File: config.mk
export PLATFORM = sky130hd
export DESIGN_NAME = data_run_list_decoder_flat
export DESIGN_NICKNAME = d
export VERILOG_FILES = /design/src/rtl/core/drld_pkg.sv /design/src/rtl/core/drld_in_if.sv /design/src/rtl/core/drld_out_if.sv /design/src/rtl/core/drld_cfg_if.sv /design/src/rtl/core/data_run_list_decoder.sv /design/src/rtl/core/drld_front.sv /design/src/rtl/core/drld_fifo.sv /design/src/rtl/core/drld_back.sv /design/src/flat_wrapper.sv
export SDC_FILE = /design/constraint.sdc
export NUM_CORES = 1
export LEC_CHECK = 0
export BUFFER_PORTS_ARGS = -buffer_cell sky130_fd_sc_hd__buf_2
export CELL_PAD_IN_SITES_DETAIL_PLACEMENT = 1
export CELL_PAD_IN_SITES_GLOBAL_PLACEMENT = 2
export CORE_MARGIN = 3
export CORE_UTILIZATION = 43
export CTS_CLUSTER_DIAMETER = 30
export DETAILED_ROUTE_END_ITERATION = 7
export PLACE_DENSITY = 0.88
export SETUP_SLACK_MARGIN = 0.4
export SLEW_MARGIN = 0
export SYNTH_ARGS = -nofsm -noshare
export SYNTH_HDL_FRONTEND = slang
export SYNTH_SLANG_ARGS = --single-unit
export TNS_END_PERCENT = 10
File: constraint.sdc
create_clock -name clk_i -period 13.2 [get_ports clk_i]
set_input_delay 3.3 -clock clk_i [delete_from_list [all_inputs] [get_ports clk_i]]
set_output_delay 3.3 -clock clk_i [all_outputs]
set_load 0.01 [all_outputs]
File: src/rtl/core/drld_pkg.sv
package drld_pkg;

  localparam int unsigned QUEUE_DEPTH = 2;

  localparam logic [7:0] RUN_LIMIT_RESET = 8'd64;
  localparam logic [3:0] MAX_FIELD_BYTES = 4'd8;

  // result status codes
  localparam logic [1:0] ST_RUN   = 2'd0;
  localparam logic [1:0] ST_LIMIT = 2'd1;
  localparam logic [1:0] ST_END   = 2'd2;
  localparam logic [1:0] ST_BAD   = 2'd3;

  typedef enum logic [1:0] {
    OP_HDR,
    OP_LEN,
    OP_OFF,
    OP_TERM
  } op_kind_e;

  // one classified byte, handed from the front to the back
  typedef struct packed {
    op_kind_e   kind;
    logic [7:0] data;
    logic [2:0] pos;
    logic       fin;
    logic       restart;
    logic [1:0] status;
    logic [7:0] index;
  } op_t;

endpackage

File: src/rtl/core/drld_in_if.sv
interface drld_in_if;
  logic       valid;
  logic       ready;
  logic [7:0] data_byte;
  logic       list_start;

  modport source (output valid, output data_byte, output list_start, input ready);
  modport sink (input valid, input data_byte, input list_start, output ready);
endinterface

File: src/rtl/core/drld_out_if.sv
interface drld_out_if;
  logic        valid;
  logic        ready;
  logic [63:0] run_offset;
  logic [63:0] run_length;
  logic [7:0]  run_index;
  logic        sparse;
  logic [1:0]  status;
  logic        last;

  modport source (
    output valid, output run_offset, output run_length, output run_index,
    output sparse, output status, output last, input ready
  );
  modport sink (
    input valid, input run_offset, input run_length, input run_index,
    input sparse, input status, input last, output ready
  );
endinterface

File: src/rtl/core/drld_cfg_if.sv
interface drld_cfg_if;
  logic       valid;
  logic       ready;
  logic [7:0] run_limit;

  modport source (output valid, output run_limit, input ready);
  modport sink (input valid, input run_limit, output ready);
endinterface

File: src/rtl/core/data_run_list_decoder.sv
// channel  dir  signals                                          transfer
// in_i     in   data_byte[7:0], list_start                       valid & ready
// out_o    out  run_offset[63:0], run_length[63:0], run_index,   valid & ready
//               sparse, status[1:0], last
// cfg_i    in   run_limit[7:0]                                   valid & ready
//
// One byte a cycle sustained while out_o is ready; the byte that finishes a
// result is registered in the queue, then the result in the output register.
// The back does one 64-bit add, the cluster offset update, per offset field.
// Reset is asynchronous, active low; run_limit comes up as 64, decoder idle.
// Stalls on out_o fill the queue, then in_i.ready drops; bytes outside a
// list are taken and dropped.
module data_run_list_decoder #(
  parameter int unsigned QueueDepth = drld_pkg::QUEUE_DEPTH
) (
  input  logic       clk_i,
  input  logic       rst_ni,
  drld_in_if.sink    in_i,
  drld_cfg_if.sink   cfg_i,
  drld_out_if.source out_o
);
  import drld_pkg::*;

  logic op_valid, op_ready;
  logic q_valid, q_ready;
  op_t  op, q_op;

  drld_front u_front (
    .clk_i      (clk_i),
    .rst_ni     (rst_ni),
    .in_i       (in_i),
    .cfg_i      (cfg_i),
    .op_valid_o (op_valid),
    .op_ready_i (op_ready),
    .op_o       (op)
  );

  drld_fifo #(
    .Depth (QueueDepth)
  ) u_fifo (
    .clk_i        (clk_i),
    .rst_ni       (rst_ni),
    .push_valid_i (op_valid),
    .push_ready_o (op_ready),
    .push_op_i    (op),
    .pop_valid_o  (q_valid),
    .pop_ready_i  (q_ready),
    .pop_op_o     (q_op)
  );

  drld_back u_back (
    .clk_i      (clk_i),
    .rst_ni     (rst_ni),
    .op_valid_i (q_valid),
    .op_ready_o (q_ready),
    .op_i       (q_op),
    .out_o      (out_o)
  );

endmodule

File: src/rtl/core/drld_front.sv
module drld_front (
  input  logic           clk_i,
  input  logic           rst_ni,
  drld_in_if.sink        in_i,
  drld_cfg_if.sink       cfg_i,
  output logic           op_valid_o,
  input  logic           op_ready_i,
  output drld_pkg::op_t  op_o
);
  import drld_pkg::*;

  localparam logic [1:0] PH_IDLE   = 2'd0;
  localparam logic [1:0] PH_HEADER = 2'd1;
  localparam logic [1:0] PH_LENGTH = 2'd2;
  localparam logic [1:0] PH_OFFSET = 2'd3;

  logic [1:0] phase_q, phase_d, phase_eff;
  logic [3:0] len_left_q, len_left_d;
  logic [3:0] off_left_q, off_left_d;
  logic [2:0] pos_q, pos_d;
  logic [7:0] runs_q, runs_d, runs_eff, runs_inc;
  logic [7:0] limit_q;
  logic [3:0] lsz, osz;
  logic       take, limit_hit;

  assign in_i.ready  = op_ready_i;
  assign cfg_i.ready = 1'b1;
  assign take        = in_i.valid && op_ready_i;

  assign phase_eff = in_i.list_start ? PH_HEADER : phase_q;
  assign runs_eff  = in_i.list_start ? 8'd0 : runs_q;
  assign runs_inc  = runs_eff + 8'd1;
  assign limit_hit = runs_inc >= limit_q;
  assign lsz       = in_i.data_byte[3:0];
  assign osz       = in_i.data_byte[7:4];

  // idle bytes are dropped here and never reach the queue
  assign op_valid_o = in_i.valid && (phase_eff != PH_IDLE);

  always_comb begin
    phase_d    = phase_q;
    len_left_d = len_left_q;
    off_left_d = off_left_q;
    pos_d      = pos_q;
    runs_d     = runs_q;

    op_o.kind    = OP_HDR;
    op_o.data    = in_i.data_byte;
    op_o.pos     = pos_q;
    op_o.fin     = 1'b0;
    op_o.restart = in_i.list_start;
    op_o.status  = ST_RUN;
    op_o.index   = runs_eff;

    unique case (phase_eff)
      PH_HEADER: begin
        if (in_i.data_byte == 8'd0) begin
          op_o.kind   = OP_TERM;
          op_o.status = ST_END;
          phase_d     = PH_IDLE;
        end else if (lsz == 4'd0 || lsz > MAX_FIELD_BYTES || osz > MAX_FIELD_BYTES) begin
          op_o.kind   = OP_TERM;
          op_o.status = ST_BAD;
          phase_d     = PH_IDLE;
        end else begin
          len_left_d = lsz;
          off_left_d = osz;
          pos_d      = 3'd0;
          phase_d    = PH_LENGTH;
        end
        runs_d = runs_eff;
      end
      PH_LENGTH: begin
        op_o.kind  = OP_LEN;
        pos_d      = pos_q + 3'd1;
        len_left_d = len_left_q - 4'd1;
        if (len_left_q == 4'd1) begin
          if (off_left_q == 4'd0) begin
            op_o.fin    = 1'b1;
            op_o.status = limit_hit ? ST_LIMIT : ST_RUN;
            runs_d      = runs_inc;
            phase_d     = limit_hit ? PH_IDLE : PH_HEADER;
          end else begin
            pos_d   = 3'd0;
            phase_d = PH_OFFSET;
          end
        end
      end
      PH_OFFSET: begin
        op_o.kind  = OP_OFF;
        pos_d      = pos_q + 3'd1;
        off_left_d = off_left_q - 4'd1;
        if (off_left_q == 4'd1) begin
          op_o.fin    = 1'b1;
          op_o.status = limit_hit ? ST_LIMIT : ST_RUN;
          runs_d      = runs_inc;
          phase_d     = limit_hit ? PH_IDLE : PH_HEADER;
        end
      end
      default: begin
        phase_d = PH_IDLE;
      end
    endcase
  end

  always_ff @(posedge clk_i or negedge rst_ni) begin
    if (!rst_ni) begin
      phase_q    <= PH_IDLE;
      len_left_q <= 4'd0;
      off_left_q <= 4'd0;
      pos_q      <= 3'd0;
      runs_q     <= 8'd0;
    end else if (take) begin
      phase_q    <= phase_d;
      len_left_q <= len_left_d;
      off_left_q <= off_left_d;
      pos_q      <= pos_d;
      runs_q     <= runs_d;
    end
  end

  always_ff @(posedge clk_i or negedge rst_ni) begin
    if (!rst_ni) begin
      limit_q <= RUN_LIMIT_RESET;
    end else if (cfg_i.valid) begin
      limit_q <= cfg_i.run_limit;
    end
  end

endmodule

File: src/rtl/core/drld_fifo.sv
module drld_fifo #(
  parameter int unsigned Depth = drld_pkg::QUEUE_DEPTH
) (
  input  logic           clk_i,
  input  logic           rst_ni,
  input  logic           push_valid_i,
  output logic           push_ready_o,
  input  drld_pkg::op_t  push_op_i,
  output logic           pop_valid_o,
  input  logic           pop_ready_i,
  output drld_pkg::op_t  pop_op_o
);
  import drld_pkg::*;

  localparam int unsigned PtrW = (Depth > 1) ? $clog2(Depth) : 1;
  localparam int unsigned CntW = $clog2(Depth + 1);

  op_t             mem_q [Depth];
  logic [PtrW-1:0] wr_ptr_q, rd_ptr_q;
  logic [CntW-1:0] count_q;
  logic            push, pop;

  assign push_ready_o = count_q != CntW'(Depth);
  assign pop_valid_o  = count_q != '0;
  assign push         = push_valid_i && push_ready_o;
  assign pop          = pop_valid_o && pop_ready_i;
  assign pop_op_o     = mem_q[rd_ptr_q];

  always_ff @(posedge clk_i) begin
    if (push) begin
      mem_q[wr_ptr_q] <= push_op_i;
    end
  end

  always_ff @(posedge clk_i or negedge rst_ni) begin
    if (!rst_ni) begin
      wr_ptr_q <= '0;
      rd_ptr_q <= '0;
      count_q  <= '0;
    end else begin
      if (push) begin
        wr_ptr_q <= (wr_ptr_q == PtrW'(Depth - 1)) ? '0 : wr_ptr_q + PtrW'(1);
      end
      if (pop) begin
        rd_ptr_q <= (rd_ptr_q == PtrW'(Depth - 1)) ? '0 : rd_ptr_q + PtrW'(1);
      end
      if (push && !pop) begin
        count_q <= count_q + CntW'(1);
      end else if (pop && !push) begin
        count_q <= count_q - CntW'(1);
      end
    end
  end

`ifndef SYNTHESIS
  a_count_bound: assert property (@(posedge clk_i) disable iff (!rst_ni)
    count_q <= CntW'(Depth))
    else $error("queue occupancy beyond depth");
  a_count_up: assert property (@(posedge clk_i) disable iff (!rst_ni)
    push && !pop |=> count_q == $past(count_q) + CntW'(1))
    else $error("queue count missed a transfer in");
  a_count_down: assert property (@(posedge clk_i) disable iff (!rst_ni)
    pop && !push |=> count_q == $past(count_q) - CntW'(1))
    else $error("queue count missed a transfer out");
  a_ptr_sync: assert property (@(posedge clk_i) disable iff (!rst_ni)
    count_q == '0 |-> wr_ptr_q == rd_ptr_q)
    else $error("empty queue with pointers apart");
`endif

endmodule

File: src/rtl/core/drld_back.sv
module drld_back (
  input  logic           clk_i,
  input  logic           rst_ni,
  input  logic           op_valid_i,
  output logic           op_ready_o,
  input  drld_pkg::op_t  op_i,
  drld_out_if.source     out_o
);
  import drld_pkg::*;

  logic [63:0] len_acc_q, len_acc_d;
  logic [63:0] delta_acc_q, delta_acc_d;
  logic [63:0] cluster_q, cluster_d;
  logic [63:0] shifted, hi_mask, delta_ext;
  logic [6:0]  hi_shift;
  logic        out_valid_q;
  logic [63:0] offset_q, length_q;
  logic [7:0]  index_q;
  logic        sparse_q;
  logic [1:0]  status_q;
  logic        pop, emit;

  assign op_ready_o = !out_valid_q || out_o.ready;
  assign pop        = op_valid_i && op_ready_o;
  assign emit       = op_i.fin || (op_i.kind == OP_TERM);

  assign shifted  = {56'd0, op_i.data} << {op_i.pos, 3'b000};
  // bits above the last delta byte take its sign; none when all eight are there
  assign hi_shift = {1'b0, op_i.pos, 3'b000} + 7'd8;
  assign hi_mask  = {64{1'b1}} << hi_shift;

  always_comb begin
    len_acc_d   = len_acc_q;
    delta_acc_d = delta_acc_q;
    cluster_d   = cluster_q;
    delta_ext   = '0;
    unique case (op_i.kind)
      OP_LEN: begin
        len_acc_d = ((op_i.pos == 3'd0) ? 64'd0 : len_acc_q) | shifted;
      end
      OP_OFF: begin
        delta_acc_d = ((op_i.pos == 3'd0) ? 64'd0 : delta_acc_q) | shifted;
        delta_ext   = delta_acc_d | (op_i.data[7] ? hi_mask : 64'd0);
        if (op_i.fin) begin
          cluster_d = cluster_q + delta_ext;
        end
      end
      OP_HDR, OP_TERM: begin
        if (op_i.restart) begin
          cluster_d = '0;
        end
      end
      default: begin
        cluster_d = cluster_q;
      end
    endcase
  end

  always_ff @(posedge clk_i or negedge rst_ni) begin
    if (!rst_ni) begin
      len_acc_q   <= '0;
      delta_acc_q <= '0;
      cluster_q   <= '0;
    end else if (pop) begin
      len_acc_q   <= len_acc_d;
      delta_acc_q <= delta_acc_d;
      cluster_q   <= cluster_d;
    end
  end

  always_ff @(posedge clk_i or negedge rst_ni) begin
    if (!rst_ni) begin
      out_valid_q <= 1'b0;
    end else if (pop && emit) begin
      out_valid_q <= 1'b1;
    end else if (out_o.ready) begin
      out_valid_q <= 1'b0;
    end
  end

  always_ff @(posedge clk_i) begin
    if (pop && emit) begin
      index_q  <= op_i.index;
      status_q <= op_i.status;
      if (op_i.kind == OP_TERM) begin
        offset_q <= '0;
        length_q <= '0;
        sparse_q <= 1'b0;
      end else begin
        offset_q <= cluster_d;
        length_q <= len_acc_d;
        sparse_q <= op_i.kind == OP_LEN;
      end
    end
  end

  assign out_o.valid      = out_valid_q;
  assign out_o.run_offset = offset_q;
  assign out_o.run_length = length_q;
  assign out_o.run_index  = index_q;
  assign out_o.sparse     = sparse_q;
  assign out_o.status     = status_q;
  assign out_o.last       = status_q != ST_RUN;

`ifndef SYNTHESIS
  a_hold_result: assert property (@(posedge clk_i) disable iff (!rst_ni)
    out_valid_q && !out_o.ready |-> !pop)
    else $error("pending result overwritten");
  a_emit_shows: assert property (@(posedge clk_i) disable iff (!rst_ni)
    pop && emit |=> out_valid_q)
    else $error("finished run not presented");
  a_term_zero: assert property (@(posedge clk_i) disable iff (!rst_ni)
    pop && op_i.kind == OP_TERM |=> offset_q == 64'd0 && length_q == 64'd0 && !sparse_q)
    else $error("end result carries run data");
`endif

endmodule
File: src/flat_wrapper.sv
// flat-port wrapper written by rule: the top's interface ports become plain ports
module data_run_list_decoder_flat import drld_pkg::*;
#(
  parameter int unsigned QueueDepth = drld_pkg::QUEUE_DEPTH
)
  (clk_i, rst_ni, in_i_valid, in_i_data_byte, in_i_list_start, in_i_ready, cfg_i_valid, cfg_i_run_limit, cfg_i_ready, out_o_valid, out_o_run_offset, out_o_run_length, out_o_run_index, out_o_sparse, out_o_status, out_o_last, out_o_ready);
  drld_in_if in_i_i ();
  drld_cfg_if cfg_i_i ();
  drld_out_if out_o_i ();
  input  logic clk_i;
  input  logic rst_ni;
  input wire logic [$bits(in_i_i.valid)-1:0] in_i_valid;
  input wire logic [$bits(in_i_i.data_byte)-1:0] in_i_data_byte;
  input wire logic [$bits(in_i_i.list_start)-1:0] in_i_list_start;
  output wire logic [$bits(in_i_i.ready)-1:0] in_i_ready;
  input wire logic [$bits(cfg_i_i.valid)-1:0] cfg_i_valid;
  input wire logic [$bits(cfg_i_i.run_limit)-1:0] cfg_i_run_limit;
  output wire logic [$bits(cfg_i_i.ready)-1:0] cfg_i_ready;
  output wire logic [$bits(out_o_i.valid)-1:0] out_o_valid;
  output wire logic [$bits(out_o_i.run_offset)-1:0] out_o_run_offset;
  output wire logic [$bits(out_o_i.run_length)-1:0] out_o_run_length;
  output wire logic [$bits(out_o_i.run_index)-1:0] out_o_run_index;
  output wire logic [$bits(out_o_i.sparse)-1:0] out_o_sparse;
  output wire logic [$bits(out_o_i.status)-1:0] out_o_status;
  output wire logic [$bits(out_o_i.last)-1:0] out_o_last;
  input wire logic [$bits(out_o_i.ready)-1:0] out_o_ready;
  assign in_i_i.valid = in_i_valid;
  assign in_i_i.data_byte = in_i_data_byte;
  assign in_i_i.list_start = in_i_list_start;
  assign in_i_ready = in_i_i.ready;
  assign cfg_i_i.valid = cfg_i_valid;
  assign cfg_i_i.run_limit = cfg_i_run_limit;
  assign cfg_i_ready = cfg_i_i.ready;
  assign out_o_valid = out_o_i.valid;
  assign out_o_run_offset = out_o_i.run_offset;
  assign out_o_run_length = out_o_i.run_length;
  assign out_o_run_index = out_o_i.run_index;
  assign out_o_sparse = out_o_i.sparse;
  assign out_o_status = out_o_i.status;
  assign out_o_last = out_o_i.last;
  assign out_o_i.ready = out_o_ready;
  data_run_list_decoder #(.QueueDepth(QueueDepth)) u_core (.clk_i(clk_i), .rst_ni(rst_ni), .in_i(in_i_i), .cfg_i(cfg_i_i), .out_o(out_o_i));
endmodule
==> results.cfg <==
[outcome]
status = completed

[clocking]
clock_sinks = 415
postCtsSetupBuffers = 0
worstSkewPairLatency_ns = 0.64
cts-buffers-inserted = 101
cts_repair_resize_count = 0
clockBufferDepth = 3
htree_levels = 3
cts_tree = built
cts_hold_buf = 0
cts-root-buf = clkbuf_16
path_clk_slew_ns = 0.05

[synth]
netlist_area_um2 = 21400
synthArstFlopShare = 0.545
synth_top_area_frac = 0.265
synth_ff_type = dfrtp_1
synth.most_common_cell = dfrtp_1
synth_area_leaders = edfxtp_1 (26%), dfrtp_1 (26%), a22o_1 (5.8%), ha_1 (5.2%), o21ai_0 (3.8%)
synth_edf_count = 189
syn_area_per_cell_um2 = 10.5
yosys.area.top_type = edfxtp_1
ys_seq_elements = 415
seq_area_frac_synth = 0.529
syn-num-nets = 2152
synthTopCellsByCount = dfrtp_1 (225), nand2_1 (206), edfxtp_1 (189), nor2_1 (166), o21ai_0 (163)
yosysWarningCount = 0
synthCells = 2040
synth.distinct_cells = 75

[setup_path]
crit_path_max_fanout = 35
ff2ff_setup_slack_ns = 6.46
reg2reg_depth = 20
worstPathArrival_ns = 7.10
r2r_start = u_core.u_fifo.rd_ptr_q
r2r_end = u_core.u_back.out_o.run_offset[42]
crit_type = register to register
required_ns = 13.56
cp-end-kind = register
worstSetupStartpointType = register

[timing]
post-route-min-period_ns = 6.74
maxSlewViolCount = 0
setup_tns_ns = 0
worst_slew_pin_slew_ns = 1.28
rsz0062_at_grt = false
worst_hold_slack_ns = 0.483
hold_violations = 0
setup_viol = 0
fmax_mhz = 148
finalCritPeriodShare = 0.511
slew_headroom = 0.146
skew_ns = 0.0308

[power]
power.total_w = 0.00826
irDropWorstVdd_v = 0.000133
power_density_nw_per_um2 = 316
leakagePower_nw = 11.3

[finish]
drive_gt1_frac = 0.179
fin_util = 0.534
fin_nets = 2295
finalNonFillerCells = 2933
area_growth_pct = 22.1

[global_route]
grt_max_degree = 119
grt_overflow = 0
antenna_found_initial = 0
grt_pass1_wl_um = 106000
grt_pass1_vias = 18600
grt.total_usage = 0.252

[drt]
wl_met1_um = 28800
finalWirelength_um = 66700
wl_per_cell_um = 22.7
drtIter0Drc = 1143
ant_nets = 0
dr.pass1.iters = 5
met3WireLength_um = 3110
met2_length_um = 33000
top_layer = met4
via_per_inst = 5.90
drcViolationCount = 0
vias = 17300

[placement]
portBuffers = 163
dp_hpwl_um = 43600
placed_cells = 2744
gp_congestion = 0.882

[die]
fp.dieW_um = 229
initial_utilization = 0.437
coreArea_um2 = 49100
rows = 81
die_area_um2 = 52600
chipHeight_um = 229
num_io_pins = 165

[worst_hold_path]
min_delay_path_depth = 2
hold_end = u_core.u_back.delta_acc_q[29]
hp-class = register to register
hp-start = u_core.u_back.delta_acc_q[29]

[run]
max-cap-violations = 0
==> power by group <==
| group | total [W] | internal (W) | switching [W] | leakage [nW] |
|---|---|---|---|---|
| logic | 0.00347 | 0.00120 | 0.00228 | 4.81 |
| registers | 0.00230 | 0.00200 | 0.000294 | 4.79 |
| clock network | 0.00249 | 0.00169 | 0.000803 | 1.67 |
| total | 0.00826 | 0.00489 | 0.00337 | 11.3 |
==> logic make-up after synthesis <==
group / Yosys count / synth area share
xor gates and xnor gates: 74 / 0.0302
adders and majority gates: 90 / 0.0529
other: 1 / 0.000175
and+or+nand+nor: 537 / 0.112
buffers and inverters: 190 / 0.0345
AOI/OAI and AO/OA: 695 / 0.222
muxes: 38 / 0.0193
DFF: 415 / 0.529
==> flip-flops by register name, summed over array words and instances (netlist names), 8 cells and up <==
register	count
u_core.u_back.cluster_q	64
u_core.u_back.delta_acc_q	64
u_core.u_back.len_acc_q	64
u_core.u_back.out_o.run_index	8
u_core.u_back.out_o.run_length	64
u_core.u_back.out_o.run_offset	64
u_core.u_fifo.mem_q	50
u_core.u_front.limit_q	8
u_core.u_front.runs_q	8
==> per-stage QoR <==
step / area, µm² / worst slack, ns
2_1_floorplan: 21400 / 2.69
3_3_place_gp: 22700 / 6.63
3_5_place_dp: 22700 / 6.52
4_1_cts: 26200 / 6.67
5_1_grt: 26200 / 6.21
6_report: 26200 / 6.46
==> layout make-up <==
class	count	area, µm²
tap	664	831
antenna	1	2.50
clock inverter	64	734
inverter	43	161
multi-input combinational	1435	9410
clock buffer	124	2710
sequential	415	11300
fill	5273	22900
timing repair buffer	187	1010
==> routing by layer <==
metal | global-route usage | vias to the layer above
met5 | 0 | -
met4 | 0.0827 | 0
met3 | 0.0453 | 112
met2 | 0.427 | 475
met1 | 0.327 | 8831
li1 | - | 7900
==> cell usage in the layout, fill, tap and decap left out, drive strengths merged, types with 53 or more instances in the layout <==
cell,synthesis,final
o21ai,177,177
a22o,143,143
a21oi,162,162
clkbuf,127,124
edfxtp,189,189
buf,20,187
a22oi,74,74
ha,89,89
inv,43,53
dfrtp,225,225
nor2,167,167
nand2,206,206
==> worst max-delay path by stage <==
stage                                       from                                  to  slack (ns)
after floorplan                      out_o_ready    u_core.u_back.out_o.run_index[0]        2.69
after global placement               out_o_ready  u_core.u_back.out_o.run_length[43]        6.63
after detailed placement             out_o_ready  u_core.u_back.out_o.run_length[43]        6.52
after CTS                 u_core.u_fifo.rd_ptr_q  u_core.u_back.out_o.run_offset[42]        6.67
after global routing      u_core.u_fifo.rd_ptr_q  u_core.u_back.out_o.run_offset[42]        6.21
final                     u_core.u_fifo.rd_ptr_q  u_core.u_back.out_o.run_offset[42]        6.46
==> critical path, stage by stage, from the launching register on <==
cell	delay (ns)
dfrtp_1	0.36
buf_4	0.47
mux2i_1	0.56
inv_1	0.22
ha_1	0.27
xnor2_1	0.22
nor2_2	0.38
and2_1	0.44
a221o_1	0.21
ha_1	0.18
inv_1	0.05
fa_1	0.39
nand3b_1	0.22
a21oi_1	0.25
o21ai_0	0.25
a2111oi_2	0.89
nor3_1	0.23
o31ai_2	0.37
a21oi_1	0.15
xnor2_1	0.15
a22o_1	0.18
No activity file was read; power rests on OpenSTA's default activity.
